### src/rtl/gsb_pkg.sv
package gsb_pkg;

  // field widths
  localparam int COORD_W  = 12;
  localparam int CHAN_W   = 8;
  localparam int CENTER_W = 20;
  localparam int SIZE_W   = 16;
  localparam int OPAC_W   = 9;
  localparam int COLOR_W  = 24;
  localparam int ASPECT_W = 12;
  localparam int CHUSE_W  = 2;
  localparam int FRAC_W   = 8;

  // frame limits
  localparam int DIM_W      = 17;
  localparam int MAX_WIDTH  = 4096;
  localparam int MAX_HEIGHT = 4096;

  // datapath widths
  localparam int ROOT_W = SIZE_W;          // root of a squared distance
  localparam int RAD_W  = 2 * ROOT_W;      // squared distance
  localparam int WGT_W  = 17;              // Q1.16 weight, up to 1.0
  localparam int QUO_W  = WGT_W;           // quotient bits
  localparam int NUM_W  = 32;              // dividend width
  localparam int PROD_W = OPAC_W + SIZE_W; // opacity times falloff

  // register map
  localparam int CFG_ADDR_W = 5;
  localparam int CFG_DATA_W = 32;

  typedef enum logic [2:0] {
    REG_SHAPE_MODE    = 3'd0,
    REG_CENTER_X      = 3'd1,
    REG_CENTER_Y      = 3'd2,
    REG_GRAIN_SIZE    = 3'd3,
    REG_OPACITY       = 3'd4,
    REG_GRAIN_COLOR   = 3'd5,
    REG_ASPECT        = 3'd6,
    REG_CHANNELS_USED = 3'd7
  } reg_idx_t;

  localparam logic SHAPE_CIRCLE = 1'b0;
  localparam logic SHAPE_RECT   = 1'b1;

  localparam logic [SIZE_W-1:0]   RST_GRAIN_SIZE    = 16'd256;
  localparam logic [OPAC_W-1:0]   RST_OPACITY       = 9'd0;
  localparam logic [COLOR_W-1:0]  RST_GRAIN_COLOR   = 24'hFFFFFF;
  localparam logic [ASPECT_W-1:0] RST_ASPECT        = 12'd256;
  localparam logic [CHUSE_W-1:0]  RST_CHANNELS_USED = 2'd3;
  localparam logic [OPAC_W-1:0]   OPAC_FULL         = 9'd256;

  typedef struct packed {
    logic                shape_mode;
    logic [CENTER_W-1:0] center_x;
    logic [CENTER_W-1:0] center_y;
    logic [SIZE_W-1:0]   grain_size;
    logic [OPAC_W-1:0]   opacity;
    logic [COLOR_W-1:0]  grain_color;
    logic [ASPECT_W-1:0] aspect;
    logic [CHUSE_W-1:0]  channels_used;
  } cfg_t;

  // pixel data riding along with the weight computation
  typedef struct packed {
    logic              hit;
    logic [CHAN_W-1:0] red;
    logic [CHAN_W-1:0] green;
    logic [CHAN_W-1:0] blue;
  } side_t;

  function automatic logic [OPAC_W-1:0] sat_opacity(input logic [OPAC_W-1:0] op);
    sat_opacity = (op > OPAC_FULL) ? OPAC_FULL : op;
  endfunction

endpackage

### src/rtl/gsb_weight.sv
module gsb_weight import gsb_pkg::*; (
  input  logic              clk,
  input  logic              rst,
  input  logic              in_valid,
  input  logic [ROOT_W-1:0] in_dist,
  input  side_t             in_side,
  input  cfg_t              cfg,
  output logic              out_valid,
  output logic [QUO_W-1:0]  out_quo,
  output side_t             out_side
);

  // dividend: opacity * (size - dist) * 256
  logic [PROD_W-1:0] prod;
  logic              nv;
  logic [NUM_W-1:0]  num;
  side_t             nside;

  assign prod = sat_opacity(cfg.opacity) * (cfg.grain_size - in_dist);

  always_ff @(posedge clk) begin
    if (rst) begin
      nv <= 1'b0;
    end else begin
      nv <= in_valid;
    end
    num   <= {prod[NUM_W-FRAC_W-1:0], {FRAC_W{1'b0}}};
    nside <= in_side;
  end

  // restoring division by grain_size, one quotient bit per stage;
  // the quotient stays below 2^17, so the top dividend bits start as remainder
  logic              vld [QUO_W];
  logic [SIZE_W-1:0] rem [QUO_W];
  logic [QUO_W-1:0]  lo  [QUO_W];
  logic [QUO_W-1:0]  quo [QUO_W];
  side_t             side [QUO_W];

  for (genvar k = 0; k < QUO_W; k++) begin : g_stage
    logic              src_vld;
    logic [SIZE_W-1:0] src_rem;
    logic [QUO_W-1:0]  src_lo;
    logic [QUO_W-1:0]  src_quo;
    side_t             src_side;
    logic [SIZE_W:0]   trial;
    logic [SIZE_W:0]   diff;
    logic              ge;

    if (k == 0) begin : g_first
      assign src_vld  = nv;
      assign src_rem  = {1'b0, num[NUM_W-1:QUO_W]};
      assign src_lo   = num[QUO_W-1:0];
      assign src_quo  = '0;
      assign src_side = nside;
    end else begin : g_next
      assign src_vld  = vld[k-1];
      assign src_rem  = rem[k-1];
      assign src_lo   = lo[k-1];
      assign src_quo  = quo[k-1];
      assign src_side = side[k-1];
    end

    always_comb begin
      trial = {src_rem, src_lo[QUO_W-1]};
      diff  = trial - {1'b0, cfg.grain_size};
      ge    = trial >= {1'b0, cfg.grain_size};
    end

    always_ff @(posedge clk) begin
      if (rst) begin
        vld[k] <= 1'b0;
      end else begin
        vld[k] <= src_vld;
      end
      rem[k]  <= ge ? diff[SIZE_W-1:0] : trial[SIZE_W-1:0];
      lo[k]   <= src_lo << 1;
      quo[k]  <= {src_quo[QUO_W-2:0], ge};
      side[k] <= src_side;
    end
  end

  assign out_valid = vld[QUO_W-1];
  assign out_quo   = quo[QUO_W-1];
  assign out_side  = side[QUO_W-1];

endmodule

### config.mk
export PLATFORM = sky130hd
export DESIGN_NAME = gsb_weight
export DESIGN_NICKNAME = d
export VERILOG_FILES = /design/src/rtl/gsb_pkg.sv /design/src/rtl/gsb_weight.sv
export SDC_FILE = /design/constraint.sdc
export NUM_CORES = 2
export LEC_CHECK = 0
export BUFFER_PORTS_ARGS = -buffer_cell sky130_fd_sc_hd__buf_2
export CORE_MARGIN = 3
export CORE_UTILIZATION = 30
export CTS_CLUSTER_DIAMETER = 100
export DETAILED_ROUTE_END_ITERATION = 8
export PLACE_DENSITY_LB_ADDON = 0.3
export REMOVE_ABC_BUFFERS = 1
export SLEW_MARGIN = 15
export SYNTH_ARGS = -nofsm -noshare
export SYNTH_HDL_FRONTEND = slang
export SYNTH_SLANG_ARGS = --single-unit
### constraint.sdc
create_clock -name clk -period 10 [get_ports clk]
set_input_delay 3 -clock clk [delete_from_list [all_inputs] [get_ports clk]]
set_output_delay 3 -clock clk [all_outputs]
set_load 0.005 [all_outputs]
==> impl_metrics.json <==
{
  "die_y_um": 370,
  "root_buffer": "clkbuf_16",
  "arrival_ns": 10.19,
  "layout.nets": 4509,
  "synthCells": 3629,
  "skew_ns": 0.0354,
  "drt-pass1-iter-count": 5,
  "wl_um": 85900,
  "hold_buffers": 0,
  "totalNegativeSetupSlack_ns": 0,
  "numCtsBuffers": 98,
  "start_kind": "primary input",
  "fin_crit_sh_pct": 96.2,
  "ant_nets": 0,
  "grt_max_degree": 32,
  "grt_pass1_wl_um": 136000,
  "p_sw_mw": 6.03,
  "maxSlewViolCount": 0,
  "cts_tree": "built",
  "cts_max_level": 3,
  "overflow": 0,
  "ys_ff_latch": 937,
  "crit_path_end_kind": "register",
  "irDropWorstVdd_v": 0.000145,
  "final-seq-area_mm2": 0.0188,
  "path_delay_family": "adder cells",
  "wl_per_cell_um": 15.0,
  "syn_avg_cell_area_um2": 10.9,
  "dr_total_vias": 26100,
  "final_core_utilization_pct": 35.6,
  "p_sw_share_pct": 35.5,
  "worst_slew_pin_slew_ns": 1.07,
  "die_w_um": 370,
  "final_area_mm2": 0.0465,
  "clock_power_share_pct": 22.6,
  "drive_gt1_share_pct": 15.3,
  "period_minus_slack_ns": 9.62,
  "synth.yosys.warnings": 0,
  "cts_resized": 0,
  "fmax_mhz": 104,
  "die_area_mm2": 0.137,
  "p_comb_share_pct": 46.2,
  "antenna_found_initial": 1,
  "first_iter_violations": 1306,
  "path_max_fanout": 4,
  "io-pin-count": 191,
  "worstPathRequired_ns": 10.57,
  "post-dp-hpwl_um": 61300,
  "coreArea_mm2": 0.130,
  "ys_seq_area_share_pct": 47.2,
  "drc_errors": 0,
  "syn2layout_area_growth_pct": 16.9,
  "path_clk_slew_ns": 0.06,
  "cts_setup_buffers": 0,
  "syn-cell-area_mm2": 0.0397,
  "path_class": "primary input to register",
  "yosysUniqueCellTypes": 74,
  "seq_power_share_pct": 31.3,
  "timing.final.hold_violations": 0,
  "final-setup-viol-count": 0,
  "synth_edf_count": 0,
  "power_density_mw_per_mm2": 365,
  "ys.flop_type": "dfxtp_1",
  "clockBufferDepth": 3,
  "critPathMaxStageDelay_ns": 0.56,
  "nFillCells": 13000,
  "clock_sinks": 937,
  "place_area_mm2": 0.0429,
  "critPathBufInv": 5,
  "rows": 132,
  "multi_input_area_mm2": 0.0197,
  "rsz0062_at_grt": "false",
  "cap_viol_max_count": 0,
  "start_util_pct": 30.4,
  "io_buffers": 111,
  "p_leak_nw": 20.5,
  "insertion_delay_ns": 0.69,
  "grt_pass1_vias": 25700,
  "intPower_mw": 10.9,
  "place.gp.congestion": 0.840,
  "cp_common_cell": "fa_1",
  "grtUsageTotal_pct": 12.5,
  "hold_path.class": "register to register",
  "postSynth.asyncResetShare_pct": 0,
  "critPathSlowestCell": "fa_1",
  "slew_headroom_pct": 28.4,
  "drt-vias-per-instance": 4.57,
  "status": "complete, no violations"
}
synthesized netlist by cell type (23+ instances only):
cell type    n  share of area [%]
nand3_1     51               0.64
nor3_1      97                1.2
fa_1       134                6.8
o31a_1      23               0.51
a21oi_1    164                2.1
nand2b_1    33               0.52
mux2i_1     35               0.88
nor2_1     219                2.1
and2_1      34               0.54
dfxtp_1    937                 47
a21o_1      61                1.2
a211oi_1    31               0.59
nor2b_1     94                1.5
nand4_1     51               0.80
nand2_1    178                1.7
mux2_2     188                5.3
o21ai_0     98                1.2
xnor2_1    147                3.2
inv_1      268                2.5
nor4_1      25               0.39
xor2_1      49                1.1
ha_1       339                 11
o21a_1      61                1.2
a31oi_1     23               0.36
routing by layer:
| layer | up-vias | track usage [%] | wire, µm |
|---|---|---|---|
| met3 | 159 | 2.13 | 3820 |
| met1 | 12300 | 15.6 | 38700 |
| met5 | - | 0 | 0 |
| met2 | 460 | 21.3 | 40400 |
| li1 | 13200 | - | - |
| met4 | 0 | 5.14 | 2970 |
layout by cell type (no fill, tap or decap), types with 14 or more instances in the layout:
master and count:
dfxtp_1 937, ha_1 339, inv_1 268, nor2_1 219
mux2_2 188, nand2_1 178, a21oi_1 164, xnor2_1 147
fa_1 134, buf_2 111, clkbuf_16 99, o21ai_0 98
nor3_1 97, nor2b_1 94, buf_4 88, o21a_1 61
a21o_1 61, nand3_1 51, nand4_1 51, xor2_1 49
mux2i_1 35, and2_1 34, nand2b_1 33, a211oi_1 31
nor4_1 25, o31a_1 23, a31oi_1 23, or3_1 21
or2_2 20, clkbuf_8 20, and3_1 17, a21boi_0 14
flip-flops by register name (all words and copies together) (netlist names):
signal,count
lo,36
num,24
g_stage.src_vld,1
rem,256
vld,17
g_stage.src_side,25
quo,153
side,425
cell families after synthesis:
group                      after synthesis  share of synthesized area [%]
AOI/OAI and AO/OA                      607                           10.3
DFF                                    937                           47.2
muxes                                  231                           6.51
and+or+nand+nor                        874                           11.0
buffers and inverters                  310                           3.15
adders and majority gates              473                           17.4
xor gates and xnor gates               197                           4.38
per-stage QoR:
| step | std cells | power, mW | hold WS [ns] | setup slack [ns] |
|---|---|---|---|---|
| 5_1_grt | 5708 | 18.4 | 0.319 | 0.00868 |
| 2_1_floorplan | 3587 | 11.2 | 0.310 | 0.380 |
| 3_3_place_gp | 5530 | 13.1 | 0.310 | -0.238 |
| 3_5_place_dp | 5530 | 13.2 | 0.312 | -0.221 |
| 6_report | 5709 | 17.0 | 0.314 | 0.376 |
| 4_1_cts | 5708 | 17.2 | 0.310 | 0.510 |
final cells by class:
| cell class | instances | area share [%] |
|---|---|---|
| multi-input combinational | 2382 | 42.4 |
| timing repair buffer | 201 | 2.70 |
| clock inverter | 47 | 1.59 |
| tap | 1742 | 4.69 |
| antenna | 1 | 0.00539 |
| clock buffer | 131 | 6.02 |
| sequential | 937 | 40.4 |
| inverter | 268 | 2.17 |
path summary, 6_finish.rpt:
check,from,to,slack (ns),depth (start not counted)
max,cfg[47],num[31],0.38,28
min,quo[0][123],quo[0][141],0.31,0
max reg2reg,num[16],rem[0][11],6.18,11
min reg2reg,quo[0][123],quo[0][141],0.31,0
power by group through the flow:
stage | Sequential, mW | Combinational (mW) | Clock (mW)
3_5_place_dp | 5.41 | 7.82 | 0
2_1_floorplan | 5.19 | 6.06 | 0
5_1_grt | 5.42 | 8.82 | 4.14
4_1_cts | 5.33 | 7.88 | 4.00
6_report | 5.31 | 7.83 | 3.83
3_3_place_gp | 5.40 | 7.75 | 0
Power figures use the tool's default switching activity.
