**src/rtl/gsb_pkg.sv**
```systemverilog
package gsb_pkg;

  // field widths
  localparam int COORD_W  = 12;
  localparam int CHAN_W   = 8;
  localparam int CENTER_W = 20;
  localparam int SIZE_W   = 16;
  localparam int OPAC_W   = 9;
  localparam int COLOR_W  = 24;
  localparam int ASPECT_W = 12;
  localparam int CHUSE_W  = 2;
  localparam int FRAC_W   = 8;

  // frame limits
  localparam int DIM_W      = 17;
  localparam int MAX_WIDTH  = 4096;
  localparam int MAX_HEIGHT = 4096;

  // datapath widths
  localparam int ROOT_W = SIZE_W;          // root of a squared distance
  localparam int RAD_W  = 2 * ROOT_W;      // squared distance
  localparam int WGT_W  = 17;              // Q1.16 weight, up to 1.0
  localparam int QUO_W  = WGT_W;           // quotient bits
  localparam int NUM_W  = 32;              // dividend width
  localparam int PROD_W = OPAC_W + SIZE_W; // opacity times falloff

  // register map
  localparam int CFG_ADDR_W = 5;
  localparam int CFG_DATA_W = 32;

  typedef enum logic [2:0] {
    REG_SHAPE_MODE    = 3'd0,
    REG_CENTER_X      = 3'd1,
    REG_CENTER_Y      = 3'd2,
    REG_GRAIN_SIZE    = 3'd3,
    REG_OPACITY       = 3'd4,
    REG_GRAIN_COLOR   = 3'd5,
    REG_ASPECT        = 3'd6,
    REG_CHANNELS_USED = 3'd7
  } reg_idx_t;

  localparam logic SHAPE_CIRCLE = 1'b0;
  localparam logic SHAPE_RECT   = 1'b1;

  localparam logic [SIZE_W-1:0]   RST_GRAIN_SIZE    = 16'd256;
  localparam logic [OPAC_W-1:0]   RST_OPACITY       = 9'd0;
  localparam logic [COLOR_W-1:0]  RST_GRAIN_COLOR   = 24'hFFFFFF;
  localparam logic [ASPECT_W-1:0] RST_ASPECT        = 12'd256;
  localparam logic [CHUSE_W-1:0]  RST_CHANNELS_USED = 2'd3;
  localparam logic [OPAC_W-1:0]   OPAC_FULL         = 9'd256;

  typedef struct packed {
    logic                shape_mode;
    logic [CENTER_W-1:0] center_x;
    logic [CENTER_W-1:0] center_y;
    logic [SIZE_W-1:0]   grain_size;
    logic [OPAC_W-1:0]   opacity;
    logic [COLOR_W-1:0]  grain_color;
    logic [ASPECT_W-1:0] aspect;
    logic [CHUSE_W-1:0]  channels_used;
  } cfg_t;

  // pixel data riding along with the weight computation
  typedef struct packed {
    logic              hit;
    logic [CHAN_W-1:0] red;
    logic [CHAN_W-1:0] green;
    logic [CHAN_W-1:0] blue;
  } side_t;

  function automatic logic [OPAC_W-1:0] sat_opacity(input logic [OPAC_W-1:0] op);
    sat_opacity = (op > OPAC_FULL) ? OPAC_FULL : op;
  endfunction

endpackage

```
**src/rtl/gsb_geom.sv**
```systemverilog
module gsb_geom import gsb_pkg::*; (
  input  logic               clk,
  input  logic               rst,
  input  logic               start,
  input  logic [COORD_W-1:0] pix_x,
  input  logic [COORD_W-1:0] pix_y,
  input  side_t              pix_side,
  input  cfg_t               cfg,
  output logic               geo_valid,
  output logic [RAD_W-1:0]   geo_rad,
  output side_t              geo_side
);

  localparam int OFS_W = COORD_W + 2;
  localparam int DX_W  = 1 + COORD_W + FRAC_W;
  localparam int W_W   = SIZE_W + ASPECT_W;
  localparam int XB_W  = 2 + CENTER_W + 8;   // center_x * 512 plus headroom
  localparam int YB_W  = 2 + CENTER_W;       // center_y * 2 plus headroom

  // stage 1: box test, offsets, rectangle half width
  logic signed [OFS_W-1:0] ox;
  logic signed [OFS_W-1:0] oy;
  logic signed [OFS_W-1:0] rad_s;
  logic signed [DX_W-1:0]  dx;
  logic signed [DX_W-1:0]  dy;
  logic [DX_W-1:0]         ndx;
  logic [DX_W-1:0]         ndy;

  logic                    v1;
  logic [COORD_W-1:0]      px1;
  logic [COORD_W-1:0]      py1;
  logic [ROOT_W-1:0]       adx1;
  logic [ROOT_W-1:0]       ady1;
  logic                    box1;
  logic                    bnd1;
  logic [W_W-1:0]          w1;
  side_t                   side1;

  always_comb begin
    ox    = $signed({2'b00, pix_x}) - $signed({2'b00, cfg.center_x[CENTER_W-1:FRAC_W]});
    oy    = $signed({2'b00, pix_y}) - $signed({2'b00, cfg.center_y[CENTER_W-1:FRAC_W]});
    rad_s = $signed({6'b0, cfg.grain_size[SIZE_W-1:FRAC_W]});
    dx    = $signed({1'b0, pix_x, {FRAC_W{1'b0}}}) - $signed({1'b0, cfg.center_x});
    dy    = $signed({1'b0, pix_y, {FRAC_W{1'b0}}}) - $signed({1'b0, cfg.center_y});
    ndx   = -dx;
    ndy   = -dy;
  end

  always_ff @(posedge clk) begin
    if (rst) begin
      v1 <= 1'b0;
    end else begin
      v1 <= start;
    end
    px1   <= pix_x;
    py1   <= pix_y;
    adx1  <= dx[DX_W-1] ? ndx[ROOT_W-1:0] : dx[ROOT_W-1:0];
    ady1  <= dy[DX_W-1] ? ndy[ROOT_W-1:0] : dy[ROOT_W-1:0];
    box1  <= (ox >= -rad_s) && (ox <= rad_s) && (oy >= -rad_s) && (oy <= rad_s);
    bnd1  <= (DIM_W'(pix_x) < DIM_W'(MAX_WIDTH)) && (DIM_W'(pix_y) < DIM_W'(MAX_HEIGHT));
    w1    <= cfg.grain_size * cfg.aspect;
    side1 <= pix_side;
  end

  // stage 2: squares, radius squared, rectangle bounds
  logic [XB_W-1:0] x_lo;
  logic [XB_W-1:0] x_hi;
  logic [YB_W-1:0] y_lo;
  logic [YB_W-1:0] y_hi;
  logic            tab_in;

  logic            v2;
  logic [RAD_W-1:0] sqx2;
  logic [RAD_W-1:0] sqy2;
  logic [RAD_W-1:0] ss2;
  logic            box2;
  logic            bnd2;
  logic            tab2;
  side_t           side2;

  always_comb begin
    x_lo = {1'b0, cfg.center_x, 9'b0} - {2'b0, w1};
    x_hi = {1'b0, cfg.center_x, 9'b0} + {2'b0, w1};
    y_lo = {1'b0, cfg.center_y, 1'b0} - {6'b0, cfg.grain_size};
    y_hi = {1'b0, cfg.center_y, 1'b0} + {6'b0, cfg.grain_size};
    // negative start bounds truncate toward zero, so any pixel passes them
    tab_in = (x_lo[XB_W-1] || (px1 >= x_lo[XB_W-2:17]))
          && ({1'b0, px1} <= x_hi[XB_W-1:17])
          && (y_lo[YB_W-1] || (py1 >= y_lo[YB_W-2:9]))
          && ({1'b0, py1} <= y_hi[YB_W-1:9]);
  end

  always_ff @(posedge clk) begin
    if (rst) begin
      v2 <= 1'b0;
    end else begin
      v2 <= v1;
    end
    sqx2  <= adx1 * adx1;
    sqy2  <= ady1 * ady1;
    ss2   <= cfg.grain_size * cfg.grain_size;
    box2  <= box1;
    bnd2  <= bnd1;
    tab2  <= tab_in;
    side2 <= side1;
  end

  // stage 3: distance compare and coverage
  logic [RAD_W:0] d2;
  logic           in_circle;
  side_t          cov_side;
  logic           v3;
  logic [RAD_W-1:0] rad3;
  side_t          side3;

  always_comb begin
    d2           = {1'b0, sqx2} + {1'b0, sqy2};
    in_circle    = box2 && (d2 <= {1'b0, ss2});
    cov_side     = side2;
    cov_side.hit = bnd2 && ((cfg.shape_mode == SHAPE_RECT) ? tab2 : in_circle);
  end

  always_ff @(posedge clk) begin
    if (rst) begin
      v3 <= 1'b0;
    end else begin
      v3 <= v2;
    end
    rad3  <= d2[RAD_W-1:0];
    side3 <= cov_side;
  end

  assign geo_valid = v3;
  assign geo_rad   = rad3;
  assign geo_side  = side3;

endmodule

```
**config.mk**
```make
export PLATFORM = sky130hd
export DESIGN_NAME = gsb_geom
export DESIGN_NICKNAME = d
export VERILOG_FILES = /design/src/rtl/gsb_pkg.sv /design/src/rtl/gsb_geom.sv
export SDC_FILE = /design/constraint.sdc
export NUM_CORES = 2
export LEC_CHECK = 0
export ABC_CLOCK_PERIOD_IN_PS = 16710
export CAP_MARGIN = 5
export CORE_ASPECT_RATIO = 0.6
export CORE_MARGIN = 1
export CORE_UTILIZATION = 55
export CTS_CLUSTER_DIAMETER = 30
export DETAILED_ROUTE_END_ITERATION = 6
export DONT_BUFFER_PORTS = 1
export PLACE_DENSITY = 0.73
export SKIP_LAST_GASP = 1
export SLEW_MARGIN = 0
export SYNTH_ARGS = -nofsm -noshare
export SYNTH_HDL_FRONTEND = slang
export SYNTH_SLANG_ARGS = --single-unit
```
**constraint.sdc**
```tcl
create_clock -name clk -period 16.71 [get_ports clk]
set_input_delay 0 -clock clk [delete_from_list [all_inputs] [get_ports clk]]
set_output_delay 0 -clock clk [all_outputs]
set_load 0.05 [all_outputs]
```
==> qor.yml <==
dieArea_mm2: 0.0783
synth_edf_count: 0
antenna_found_initial: 8
synth_fp_nets: 6142
syn2layout_area_growth_pct: 9.44
fmaxAchievable_ghz: 0.139
hold_buffers: 143
required_ns: 17.20
relSlewSlack_pct: 19.4
slowest_delay_ns: 0.80
ys_ff_latch: 288
path_buf_inv: 3
ant_nets: 0
critPathTopFamily: "adder cells"
first_global_vias: 32600
worst_slew_pin_slew_ns: 1.20
min_from: "pix_x[3]"
dpl.cell_count: 5624
crit_arrival_ns: 7.70
layout_commonest_cell: "inv_1"
cts_tree: "built"
port_buffers: 0
timing.hold.ws_ns: 0.0304
outcome: "completed"
finClkSkew_ns: 0.0415
yosysTopAreaCellShare_pct: 29.8
clockBufferDepth: 3
drive_gt1_share_pct: 2.82
async_flop_share_pct: 0
routed_wl_mm: 109
cp-end-kind: "flip-flop"
synth_area_leaders: "fa_1 (30%), ha_1 (18%), dfxtp_1 (14%)"
htreeDepth: 2
grt_use_total_pct: 28.7
crit_top_cell: "fa_1"
dpl.hpwl_mm: 86.0
finalNonFillerCells: 5863
rsz0062_at_grt: "no"
final_cell_mix: "inv_1 (1053), fa_1 (632), ha_1 (617)"
cap_violations: 0
gp_congestion: 0.957
worstSetupPathType: "flip-flop to flip-flop"
firstDrtPassIters: 6
whs_path_depth: 1
setup_ws_ns: 9.50
cp-start-kind: "flip-flop"
rows: 78
yosysTopAreaCell: "fa_1"
placeableCoreArea_mm2: 0.0759
post-place-ws_ns: 9.60
path_cells: "inv_1 > nor2_1 > inv_1 > fa_1 > fa_1 > fa_1 > fa_1 > fa_1 > fa_1 > inv_1 > ha_1 > a21oi_1 > o21ai_0 > a31oi_1 > a21oi_1 > o31ai_1 > o21ai_0 > or4_1 > o311ai_0 > xnor2_1"
yosys_warnings: 0
reg2reg_to: "sqy2[30]$_DFF_P_"
period_needed_ns: 7.21
via_per_inst: 5.42
synth_cell_types: 83
postCtsResizedCells: 0
fp.dieH_um: 217
wl_per_cell_um: 18.6
rr_worst_depth: 20
syn_area_mm2: 0.0424
path_max_fanout: 14
grt_pass1_wl_mm: 176
nets: 6225
io_pins: 214
grt_max_degree: 34
chipWidth_um: 361
synth_ff_type: "dfxtp_1"
hold_viol: 0
drt_iter0_drc: 2539
cts_inserted_buffers: 51
cp_slowest_cell: "dfxtp_1"
avgSynthCellArea_um2: 8.96
postSynthCellCount: 4737
cts_setup_buffers: 0
ys_seq_area_share_pct: 13.6
clk_pin_slew_ns: 0.05
final.period_utilization_pct: 43.2
r2r-start: "ady1[11]$_DFF_P_"
setup_viol: 0
grt.overflow.total: 0
numClockSinks: 288
hold_path_end: "px1[3]$_DFF_P_"
cts_root_buffer: "clkbuf_16"
r2r_setup_slack_ns: 9.50
drc: 0
vias: 31800
hold_class: "input pin to flip-flop"
initial_core_util_pct: 55.9
clkLatencyLatePin_ns: 0.62
slew_violations: 0
tns_ns: 0
==> layout make-up <==
class                   count  area, µm²
diodes                      1       2.50
clock buffers              56       1320
clock inverters            39        463
fillers                  6384      29500
inverters                1060       3980
multi-input cells        3274      32200
flip-flops and latches    288       5770
well taps                1000       1250
repair buffers            145       1450
==> worst register-to-register path, cell delays in order (launching register included) <==
cell	delay, ns
dfxtp_1	0.80
inv_1	0.36
nor2_1	0.30
inv_1	0.09
fa_1	0.41
fa_1	0.49
fa_1	0.57
fa_1	0.43
fa_1	0.46
fa_1	0.49
inv_1	0.04
ha_1	0.36
a21oi_1	0.15
o21ai_0	0.16
a31oi_1	0.22
a21oi_1	0.15
o31ai_1	0.62
o21ai_0	0.22
or4_1	0.42
o311ai_0	0.12
xnor2_1	0.26
==> cells in the mapped netlist (6+ instances only) <==
| library cell | n |
|---|---|
| a31o_2 | 6 |
| nor4_1 | 15 |
| o21a_1 | 42 |
| o31ai_1 | 12 |
| nor2b_1 | 44 |
| or2_2 | 18 |
| nand2_1 | 438 |
| fa_1 | 632 |
| or3_1 | 16 |
| a21oi_1 | 193 |
| xnor2_1 | 197 |
| nor2_1 | 209 |
| and2_1 | 166 |
| inv_1 | 1053 |
| ha_1 | 617 |
| a211o_1 | 9 |
| nand4_1 | 29 |
| o21bai_1 | 29 |
| and3_1 | 22 |
| nor3_1 | 57 |
| or4_1 | 7 |
| and4_1 | 6 |
| xor2_1 | 63 |
| nand2b_1 | 33 |
| a31oi_1 | 22 |
| mux2_2 | 6 |
| nand3_1 | 46 |
| a21o_1 | 86 |
| clkbuf_1 | 109 |
| a211oi_1 | 29 |
| clkinv_1 | 7 |
| o21ai_0 | 103 |
| o211ai_1 | 19 |
| dfxtp_1 | 288 |
| o41ai_1 | 9 |
==> worst max-delay path by stage <==
stage                      from                to  slack [ns]  cells after the start
3_5_place_dp   ady1[11]$_DFF_P_  sqy2[30]$_DFF_P_        9.60                     20
5_1_grt         ady1[7]$_DFF_P_  sqy2[30]$_DFF_P_        9.13                     22
4_1_cts         ady1[2]$_DFF_P_  sqy2[30]$_DFF_P_        9.56                     22
6_report       ady1[11]$_DFF_P_  sqy2[30]$_DFF_P_        9.50                     20
2_1_floorplan   adx1[4]$_DFF_P_  sqx2[30]$_DFF_P_       10.32                     21
3_3_place_gp   ady1[11]$_DFF_P_  sqy2[30]$_DFF_P_        9.58                     20
==> flip-flops by register name, indices dropped and copies added (netlist names), 12 cells and up <==
| signal | flops |
|---|---|
| cov_side | 24 |
| py1 | 12 |
| ss2 | 31 |
| side1 | 24 |
| ady1 | 16 |
| px1 | 12 |
| sqx2 | 31 |
| sqy2 | 31 |
| w1 | 28 |
| geo_side | 25 |
| adx1 | 16 |
| geo_rad | 32 |
==> per-stage QoR <==
step | util, % | cell area [µm²]
final | 61.2 | 46500
after global placement | 57.0 | 43200
after detailed placement | 57.0 | 43200
after floorplan | - | 42400
after global routing | 61.2 | 46500
after CTS | 61.2 | 46500
==> cells by family (layout without fill, tap and decap cells) <==
logic type / Yosys count / in the layout / synth area share [%]
mux: 10 / 10 / 0.253
buf+inv: 1175 / 1300 / 10.5
other cells: 0 / 1 / 0
flops: 288 / 288 / 13.6
compound gates: 625 / 625 / 9.54
simple gates: 1130 / 1130 / 12.8
xor+xnor: 260 / 260 / 5.36
fa+ha+maj: 1249 / 1249 / 48.0
==> per-layer routing <==
metal | GRT usage [%] | vias to the layer above | part of all wire, %
li1 | - | 15100 | -
met1 | 41.7 | 15300 | 47
met2 | 41.1 | 1204 | 40
met3 | 9.84 | 174 | 11
met4 | 5.89 | 8 | 1.9
met5 | 0 | - | 0.047
Power is not shown: default switching activity piles up to over one toggle a cycle in this logic, so the estimate is an artifact.
