===== config.mk =====
export PLATFORM = sky130hd
export DESIGN_NAME = gsb_sqrt
export DESIGN_NICKNAME = d
export VERILOG_FILES = /design/src/rtl/gsb_pkg.sv /design/src/rtl/gsb_sqrt.sv
export SDC_FILE = /design/constraint.sdc
export NUM_CORES = 1
export LEC_CHECK = 0
export BUFFER_PORTS_ARGS = -buffer_cell sky130_fd_sc_hd__buf_2
export CAP_MARGIN = 30
export CORE_AREA = 5 5 231 289
export CTS_BUF_LIST = sky130_fd_sc_hd__clkbuf_8
export DETAILED_ROUTE_END_ITERATION = 7
export DIE_AREA = 0 0 236 294
export GPL_TIMING_DRIVEN = 0
export PLACE_DENSITY = 0.69
export SKIP_CTS_REPAIR_TIMING = 1
export SYNTH_ARGS = -nofsm -noshare
export SYNTH_HDL_FRONTEND = slang
export SYNTH_SLANG_ARGS = --single-unit

===== constraint.sdc =====
create_clock -name clk -period 5.53 [get_ports clk]
set_input_delay 0.553 -clock clk [delete_from_list [all_inputs] [get_ports clk]]
set_output_delay 0.553 -clock clk [all_outputs]
set_load 0.005 [all_outputs]

===== src/rtl/gsb_pkg.sv =====
package gsb_pkg;

  // field widths
  localparam int COORD_W  = 12;
  localparam int CHAN_W   = 8;
  localparam int CENTER_W = 20;
  localparam int SIZE_W   = 16;
  localparam int OPAC_W   = 9;
  localparam int COLOR_W  = 24;
  localparam int ASPECT_W = 12;
  localparam int CHUSE_W  = 2;
  localparam int FRAC_W   = 8;

  // frame limits
  localparam int DIM_W      = 17;
  localparam int MAX_WIDTH  = 4096;
  localparam int MAX_HEIGHT = 4096;

  // datapath widths
  localparam int ROOT_W = SIZE_W;          // root of a squared distance
  localparam int RAD_W  = 2 * ROOT_W;      // squared distance
  localparam int WGT_W  = 17;              // Q1.16 weight, up to 1.0
  localparam int QUO_W  = WGT_W;           // quotient bits
  localparam int NUM_W  = 32;              // dividend width
  localparam int PROD_W = OPAC_W + SIZE_W; // opacity times falloff

  // register map
  localparam int CFG_ADDR_W = 5;
  localparam int CFG_DATA_W = 32;

  typedef enum logic [2:0] {
    REG_SHAPE_MODE    = 3'd0,
    REG_CENTER_X      = 3'd1,
    REG_CENTER_Y      = 3'd2,
    REG_GRAIN_SIZE    = 3'd3,
    REG_OPACITY       = 3'd4,
    REG_GRAIN_COLOR   = 3'd5,
    REG_ASPECT        = 3'd6,
    REG_CHANNELS_USED = 3'd7
  } reg_idx_t;

  localparam logic SHAPE_CIRCLE = 1'b0;
  localparam logic SHAPE_RECT   = 1'b1;

  localparam logic [SIZE_W-1:0]   RST_GRAIN_SIZE    = 16'd256;
  localparam logic [OPAC_W-1:0]   RST_OPACITY       = 9'd0;
  localparam logic [COLOR_W-1:0]  RST_GRAIN_COLOR   = 24'hFFFFFF;
  localparam logic [ASPECT_W-1:0] RST_ASPECT        = 12'd256;
  localparam logic [CHUSE_W-1:0]  RST_CHANNELS_USED = 2'd3;
  localparam logic [OPAC_W-1:0]   OPAC_FULL         = 9'd256;

  typedef struct packed {
    logic                shape_mode;
    logic [CENTER_W-1:0] center_x;
    logic [CENTER_W-1:0] center_y;
    logic [SIZE_W-1:0]   grain_size;
    logic [OPAC_W-1:0]   opacity;
    logic [COLOR_W-1:0]  grain_color;
    logic [ASPECT_W-1:0] aspect;
    logic [CHUSE_W-1:0]  channels_used;
  } cfg_t;

  // pixel data riding along with the weight computation
  typedef struct packed {
    logic              hit;
    logic [CHAN_W-1:0] red;
    logic [CHAN_W-1:0] green;
    logic [CHAN_W-1:0] blue;
  } side_t;

  function automatic logic [OPAC_W-1:0] sat_opacity(input logic [OPAC_W-1:0] op);
    sat_opacity = (op > OPAC_FULL) ? OPAC_FULL : op;
  endfunction

endpackage


===== src/rtl/gsb_sqrt.sv =====
module gsb_sqrt import gsb_pkg::*; (
  input  logic              clk,
  input  logic              rst,
  input  logic              in_valid,
  input  logic [RAD_W-1:0]  in_rad,
  input  side_t             in_side,
  output logic              out_valid,
  output logic [ROOT_W-1:0] out_root,
  output side_t             out_side
);

  // one result bit per stage, most significant first
  logic             vld  [ROOT_W];
  logic [RAD_W-1:0] rem  [ROOT_W];
  logic [RAD_W-1:0] root [ROOT_W];
  side_t            side [ROOT_W];

  for (genvar k = 0; k < ROOT_W; k++) begin : g_stage
    localparam logic [RAD_W-1:0] BIT = {{(RAD_W-1){1'b0}}, 1'b1} << (RAD_W - 2 - 2 * k);

    logic             src_vld;
    logic [RAD_W-1:0] src_rem;
    logic [RAD_W-1:0] src_root;
    side_t            src_side;
    logic [RAD_W-1:0] trial;
    logic             take;

    if (k == 0) begin : g_first
      assign src_vld  = in_valid;
      assign src_rem  = in_rad;
      assign src_root = '0;
      assign src_side = in_side;
    end else begin : g_next
      assign src_vld  = vld[k-1];
      assign src_rem  = rem[k-1];
      assign src_root = root[k-1];
      assign src_side = side[k-1];
    end

    always_comb begin
      trial = src_root + BIT;
      take  = src_rem >= trial;
    end

    always_ff @(posedge clk) begin
      if (rst) begin
        vld[k] <= 1'b0;
      end else begin
        vld[k] <= src_vld;
      end
      rem[k]  <= take ? (src_rem - trial) : src_rem;
      root[k] <= take ? ((src_root >> 1) + BIT) : (src_root >> 1);
      side[k] <= src_side;
    end
  end

  assign out_valid = vld[ROOT_W-1];
  assign out_root  = root[ROOT_W-1][ROOT_W-1:0];
  assign out_side  = side[ROOT_W-1];

endmodule


==> results of run 1 <==
==> area by class of cell <==
class	instances	area (sq um)	area share, %
flip-flops and latches	1032	20700	56.4
diodes	1	2.50	0.00683
inverters	182	683	1.87
clock buffers	183	2520	6.88
multi-input cells	1437	9910	27.1
clock inverters	77	549	1.50
well taps	848	1060	2.90
repair buffers	159	1090	2.97
plain buffers	37	146	0.400
==> Yosys cell counts, types with 25 or more instances <==
library cell  count
dfxtp_1        1032
inv_1           181
nor4_1           65
ha_1            150
nand3_1          47
clkbuf_1         30
nor2b_1          42
xnor2_1         113
or3_1            25
xor2_1           82
nor3_1           73
a21oi_1         138
o21a_1           39
o21ai_0          97
nor2_1          144
nand4_1          32
nand2_1         114
==> cells by family after synthesis <==
logic type               Yosys count  share of synthesized area, %
flip-flops                      1032                          65.8
AND/OR/NAND/NOR                  660                          11.2
AO/OA/AOI/OAI                    409                          8.18
buffers and inverters            219                          2.64
XOR/XNOR                         195                          5.44
adder cells (fa/ha/maj)          150                          5.98
multiplexers                      23                         0.813
==> cells in the final DEF, fill, tap and decap left out, types with 6 or more instances in the layout <==
master	n
a21oi_1	138
inv_1	225
nor2_1	144
o211ai_1	9
clkbuf_1	30
nor4b_1	14
mux2_2	20
a31oi_1	8
dfxtp_1	1032
nand4b_1	13
or4_1	17
a211oi_1	13
nand2b_1	20
dlygate4sd3_1	58
o21a_1	39
buf_2	107
nand4_1	32
clkinv_2	13
xor2_1	82
a21o_1	24
nor3b_1	6
or3_1	25
o21ai_0	97
nand2_1	114
clkbuf_8	183
ha_1	150
a2111oi_0	6
nor2b_1	42
xnor2_1	113
nand3_1	47
nor3_1	73
and2_1	10
and3_1	6
a21boi_0	9
nor4_1	65
o31ai_1	10
nand3b_1	11
==> flip-flops by register name, summed over array words and instances, names as in the netlist <==
register  flops
rem         480
root        136
side        400
vld          16
==> worst reg2reg max path, delay by kind of cell (launching register included) <==
family / cells / cell delay [ns]
AND/OR/NAND/NOR: 3 / 1.13
flip-flops: 1 / 0.34
adder cells (fa/ha/maj): 1 / 0.26
buffers and inverters: 3 / 0.94
AO/OA/AOI/OAI: 3 / 0.93
==> power breakdown <==
part	internal, mW	total, mW	switching, mW
Clock	3.22	5.94	2.72
Sequential	8.70	9.46	0.760
Combinational	1.87	4.18	2.31
Total	13.8	19.6	5.79
==> per-stage QoR <==
| stage | std cells | cell area, sq um | setup slack, ns | total power, mW | utilization (%) |
|---|---|---|---|---|---|
| 4_1_cts | 3897 | 36000 | 1.98 | 19.7 | 56.4 |
| 3_3_place_gp | 3637 | 33000 | 2.02 | 13.5 | 51.6 |
| 2_1_floorplan | 2688 | 31400 | 2.80 | 12.6 | - |
| 3_5_place_dp | 3637 | 33000 | 2.03 | 13.7 | 51.6 |
| 5_1_grt | 3956 | 36600 | 1.81 | 20.8 | 57.3 |
| 6_report | 3956 | 36600 | 1.84 | 19.6 | 57.3 |
==> worst max-delay path by stage <==
stage                                     from                  end  slack [ns]  cells after the start
after CTS                 root[11][15]$_DFF_P_  rem[1][152]$_DFF_P_        1.98                     10
after floorplan            root[6][24]$_DFF_P_  rem[0][251]$_DFF_P_        2.80                      9
final                     root[11][15]$_DFF_P_  rem[1][142]$_DFF_P_        1.84                     10
after detailed placement  root[11][15]$_DFF_P_  rem[1][146]$_DFF_P_        2.03                      9
after global routing      root[13][16]$_DFF_P_  rem[1][222]$_DFF_P_        1.81                     10
after global placement    root[11][15]$_DFF_P_  rem[1][146]$_DFF_P_        2.02                      9
==> layer usage <==
| layer | vias to the layer above | GRT usage, % | part of all wire (%) | wire [um] |
|---|---|---|---|---|
| li1 | 9837 | - | - | - |
| met1 | 9098 | 13.9 | 33 | 19900 |
| met2 | 465 | 33.9 | 57 | 34400 |
| met3 | 212 | 4.03 | 3.8 | 2310 |
| met4 | 0 | 12.7 | 6.6 | 4010 |
| met5 | - | 0 | 0 | 0 |
==> out/results.tsv, run 1 <==
stage	metric	value	unit
timing	Worst-Margin Slew	1.07	ns
synthesis	Post-synth top flop	dfxtp_1	
grt	antenna violations before repair	1	
worst_hold_path	Worst Hold Endpoint	rem[0][30]$_DFF_P_	
setup_path	Startpoint Class	flip-flop	
timing	relative slew slack	28.3	%
worst_hold_path	worst hold stages	3	
setup_path	CP top delay family	simple AND/OR/NAND/NOR gates	
pwr	peak supply drop	0.000348	V
floorplanning	chip height	294	um
synthesis	register area share after synthesis	65.8	%
clock_tree	clock sink total	1032	
drt	wire per inst	15.3	um
cells_and_area	layout cell share with drive strength beyond 1	11.6	%
drt	Via Count	19600	
setup_path	RR Endpoint	rem[1][142]$_DFF_P_	
worst_hold_path	worst min path class	in -> reg	
setup_path	crit-path cells	inv_1, ha_1, clkbuf_1, nand4_1, nor4_1, nor4_1, o21ai_1, clkbuf_1, o21ai_0, o21a_1	
setup_path	R2R cell count	10	
synthesis	cell taking the most area after synthesis	dfxtp_1	
synthesis	Synth cell types	72	
setup_path	CP arrival	4.35	ns
clock_tree	CTS Buffer Depth	3	
floorplanning	Die X	236	um
setup_path	reg2reg start	root[11][15]$_DFF_P_	
clock_tree	Reg clk slew, reported paths	0.06	ns
timing	post-layout min period	3.69	ns
worst_hold_path	HP Start	in_rad[30]	
clock_tree	CTS Buf Count	147	
grt	global route total overflow	0	
timing	Setup-failing EPs final	0	
floorplanning	num ports	102	
place	GPL Wtd Cong	1.03	
place	IO Port Bufs	101	
synthesis	FF+latch count, synth	1032	
floorplanning	core region area	63900	sq um
synthesis	synthesized cell area	31400	sq um
grt	first-pass GRT wire length	95800	um
timing	Final Cycle Share	66.7	%
setup_path	Slowest cell on crit path	nor4_1	
synthesis	Post-synth ARST share	0	%
setup_path	CP bufs+invs	3	
drt	Vias/cell	4.96	
floorplanning	die area	69400	sq um
synthesis	Synth area leaders	dfxtp_1 (66%), ha_1 (6.0%), xnor2_1 (3.2%)	
place	Final HPWL DP	43600	um
grt	vias in the first global route	20800	
clock_tree	Worst-Skew Late Latency	0.78	ns
cells_and_area	final net count	3206	
clock_tree	clock root cell	clkbuf_8	
setup_path	CP endpoint kind	flip-flop	
pwr	PwrDens	535	nW/um^2
setup_path	WP data required	6.18	ns
synthesis	Post-synth EDFFs	0	
timing	Hold Fails Final Rpt	0	
setup_path	CP Class	reg -> reg	
synthesis	post-synth top area share	65.8	%
timing	skew final	0.0306	ns
run_status	status	finished, final reports clean	
cells_and_area	area grow syn2layout	16.6	%
drt	initial detailed-routing violation count	754	
setup_path	crit path max fanout	10	
timing	RSZ-0062 raised after global routing	no	
synthesis	Avg Inst Size Synth	11.7	sq um
drt	antenna-violating nets left	0	
job	maxcap violations	0	
pwr	Leak Pwr	16.4	nW
setup_path	r2r setup slk	1.84	ns
floorplanning	initial core utilization	49.1	%
drt	Initial DRT Pass Iterations	5	
grt	GRT Resource Usage Total	16.9	%
synthesis	Post-Synthesis Cells	2688	
clock_tree	H-tree levels	4	
grt	largest net degree at the start of global routing	17	
timing	setup_tns	0	ns
synthesis	syn nets	2898	
setup_path	CP max stage delay	0.82	ns
drt	drc violations	0	
timing	Pins Over Slew Limit	0	
clock_tree	CTS tree	built	
floorplanning	Core Rows	104	
drt	Routed WL	60700	um
cells_and_area	Filler cells	5284	
timing	Fin Hold WS	0.147	ns
synthesis	Yosys warnings	0	
timing	maximum clock rate	0.271	GHz
Note: power is estimated with default switching activity, not from simulation.
==> run 2: changes to the inputs <==
==> constraint.sdc (replaced) <==
create_clock -name clk -period 3.84 [get_ports clk]
set_input_delay 0.384 -clock clk [delete_from_list [all_inputs] [get_ports clk]]
set_output_delay 0.384 -clock clk [all_outputs]
set_load 0.005 [all_outputs]
==> out/results.tsv, run 2 (synthesis gave the netlist of run 1 again) <==
stage	metric	value	unit	change
run_status	status	finished, final reports clean		
timing	skew final	0.0313	ns	+0.000708 ns
floorplanning	die area	69400	sq um	unchanged
timing	Setup-failing EPs final	0		unchanged
cells_and_area	max FFs per register	480		unchanged
timing	maximum clock rate	0.276	GHz	+1.9%
setup_path	crit path max fanout	10		unchanged
clock_tree	clock sink total	1032		unchanged
grt	global route total overflow	0		unchanged
cells_and_area	Reg with most FFs	rem		
setup_path	WP data required	4.49	ns	-1.69 ns
clock_tree	CTS Buffer Depth	3		unchanged
grt	GRT Resource Usage Total	16.9	%	unchanged
floorplanning	chip height	294	um	unchanged
cells_and_area	fin area	36600	sq um	about the same
clock_tree	Worst-Skew Late Latency	0.78	ns	about the same
drt	drc violations	0		unchanged
drt	Via Count	19700		+0.54%
setup_path	Startpoint Class	flip-flop		
cells_and_area	Filler cells	5288		+0.076%
drt	wire per inst	15.4	um	+0.24%
pwr	Power, Total	28.2	mW	+44%
floorplanning	num ports	102		unchanged
cells_and_area	area grow syn2layout	16.7	%	about the same
worst_hold_path	worst min path class	in -> reg		
clock_tree	H-tree levels	4		unchanged
setup_path	CP endpoint kind	flip-flop		
place	GPL Wtd Cong	1.03		unchanged
pwr	PwrDens	770	nW/um^2	+44%
place	Post-DP Area	33000	sq um	unchanged
timing	Worst-Margin Slew	1.00	ns	-0.0615 ns
drt	Routed WL	60900	um	+0.29%
grt	largest net degree at the start of global routing	17		unchanged
timing	setup ws final	0.217	ns	-1.62 ns
place	IO Port Bufs	101		unchanged
place	pre-CTS setup slack	0.338	ns	-1.69 ns
timing	Hold Fails Final Rpt	0		unchanged
cells_and_area	final net count	3208		+0.062%
pwr	peak supply drop	0.000501	V	+44%
timing	relative slew slack	32.5	%	+4.1 points
cells_and_area	area of the multi-input gates	9910	sq um	unchanged
cells_and_area	commonest non-fill, non-tap cell in the layout	dfxtp_1		
setup_path	CP Class	reg -> reg		
cells_and_area	Seq. cell area	20700	sq um	unchanged
clock_tree	CTS Buf Count	147		unchanged
floorplanning	Die X	236	um	unchanged
drt	Vias/cell	4.98		+0.48%
floorplanning	Core Rows	104		unchanged
clock_tree	Reg clk slew, reported paths	0.06	ns	about the same
setup_path	CP arrival	4.28	ns	-0.07 ns
drt	antenna-violating nets left	0		unchanged
timing	setup_tns	0	ns	unchanged
floorplanning	core region area	63900	sq um	unchanged
timing	post-layout min period	3.62	ns	-0.0678 ns
cells_and_area	layout cell share with drive strength beyond 1	11.6	%	about the same
timing	Final Cycle Share	94.4	%	+28 points
cells_and_area	post-layout util	57.3	%	about the same
floorplanning	initial core utilization	49.1	%	unchanged
timing	Pins Over Slew Limit	0		unchanged
drt	initial detailed-routing violation count	742		-1.6%
cells_and_area	Top Registers	rem x480, side x400, root x136		
pwr	Leak Pwr	16.4	nW	about the same
drt	Initial DRT Pass Iterations	5		unchanged
clock_tree	clock root cell	clkbuf_8		
job	maxcap violations	0		unchanged
grt	vias in the first global route	20800		unchanged
timing	RSZ-0062 raised after global routing	no		
grt	first-pass GRT wire length	95800	um	unchanged
clock_tree	CTS tree	built		
place	Final HPWL DP	43600	um	unchanged
cells_and_area	most frequent cells in the layout	dfxtp_1 (1,032), inv_1 (225), clkbuf_8 (183)		
grt	antenna violations before repair	1		unchanged
## run 2: cell type report
cell class	count	area share (%)
Sequential cell	1032	56.4
Multi-Input combinational cell	1437	27.1
Clock buffer	183	6.87
Timing Repair Buffer	161	3.02
Tap cell	848	2.90
Inverter	182	1.86
Clock inverter	77	1.50
Buffer	37	0.400
Antenna cell	1	0.00683
## run 2: worst max-delay path: stages (launching register included)
cell and delay [ns]:
dfxtp_1 0.34, inv_1 0.05, ha_1 0.26, clkbuf_1 0.34
nand4_1 0.14, nor4_1 0.78, nor4_1 0.17, o21ai_1 0.55
clkbuf_1 0.54, o21ai_0 0.21, o21a_1 0.15
## run 2: final timing paths
kind | start | to | slack, ns | cells after the start
setup reg to reg | root[11][15]$_DFF_P_ | rem[1][142]$_DFF_P_ | 0.22 | 10
hold / removal | in_side[12] | side[0][12]$_DFF_P_ | 0.24 | 2
setup / recovery | root[11][15]$_DFF_P_ | rem[1][142]$_DFF_P_ | 0.22 | 10
hold reg to reg | side[1][166]$_DFF_P_ | side[1][191]$_DFF_P_ | 0.31 | 0
## run 2: layer usage
metal / up-vias / part of all wire [%] / global-route usage (%)
met2: 492 / 57 / 33.9
li1: 9852 / - / -
met5: - / 0 / 0
met1: 9149 / 33 / 13.9
met3: 224 / 3.8 / 4.03
met4: 0 / 6.7 / 12.7
## run 2: power breakdown
| group | total [mW] | internal, mW | switching [mW] |
|---|---|---|---|
| Clock | 8.56 | 4.63 | 3.93 |
| Sequential | 13.6 | 12.5 | 1.10 |
| Combinational | 6.03 | 2.70 | 3.33 |
## run 2: through the flow
| stage | hold slack, ns | instances |
|---|---|---|
| 2_1_floorplan | 0.310 | 2688 |
| 3_3_place_gp | 0.309 | 3637 |
| 3_5_place_dp | 0.312 | 3637 |
| 4_1_cts | -0.382 | 3897 |
| 5_1_grt | 0.167 | 3958 |
| 6_report | 0.239 | 3958 |
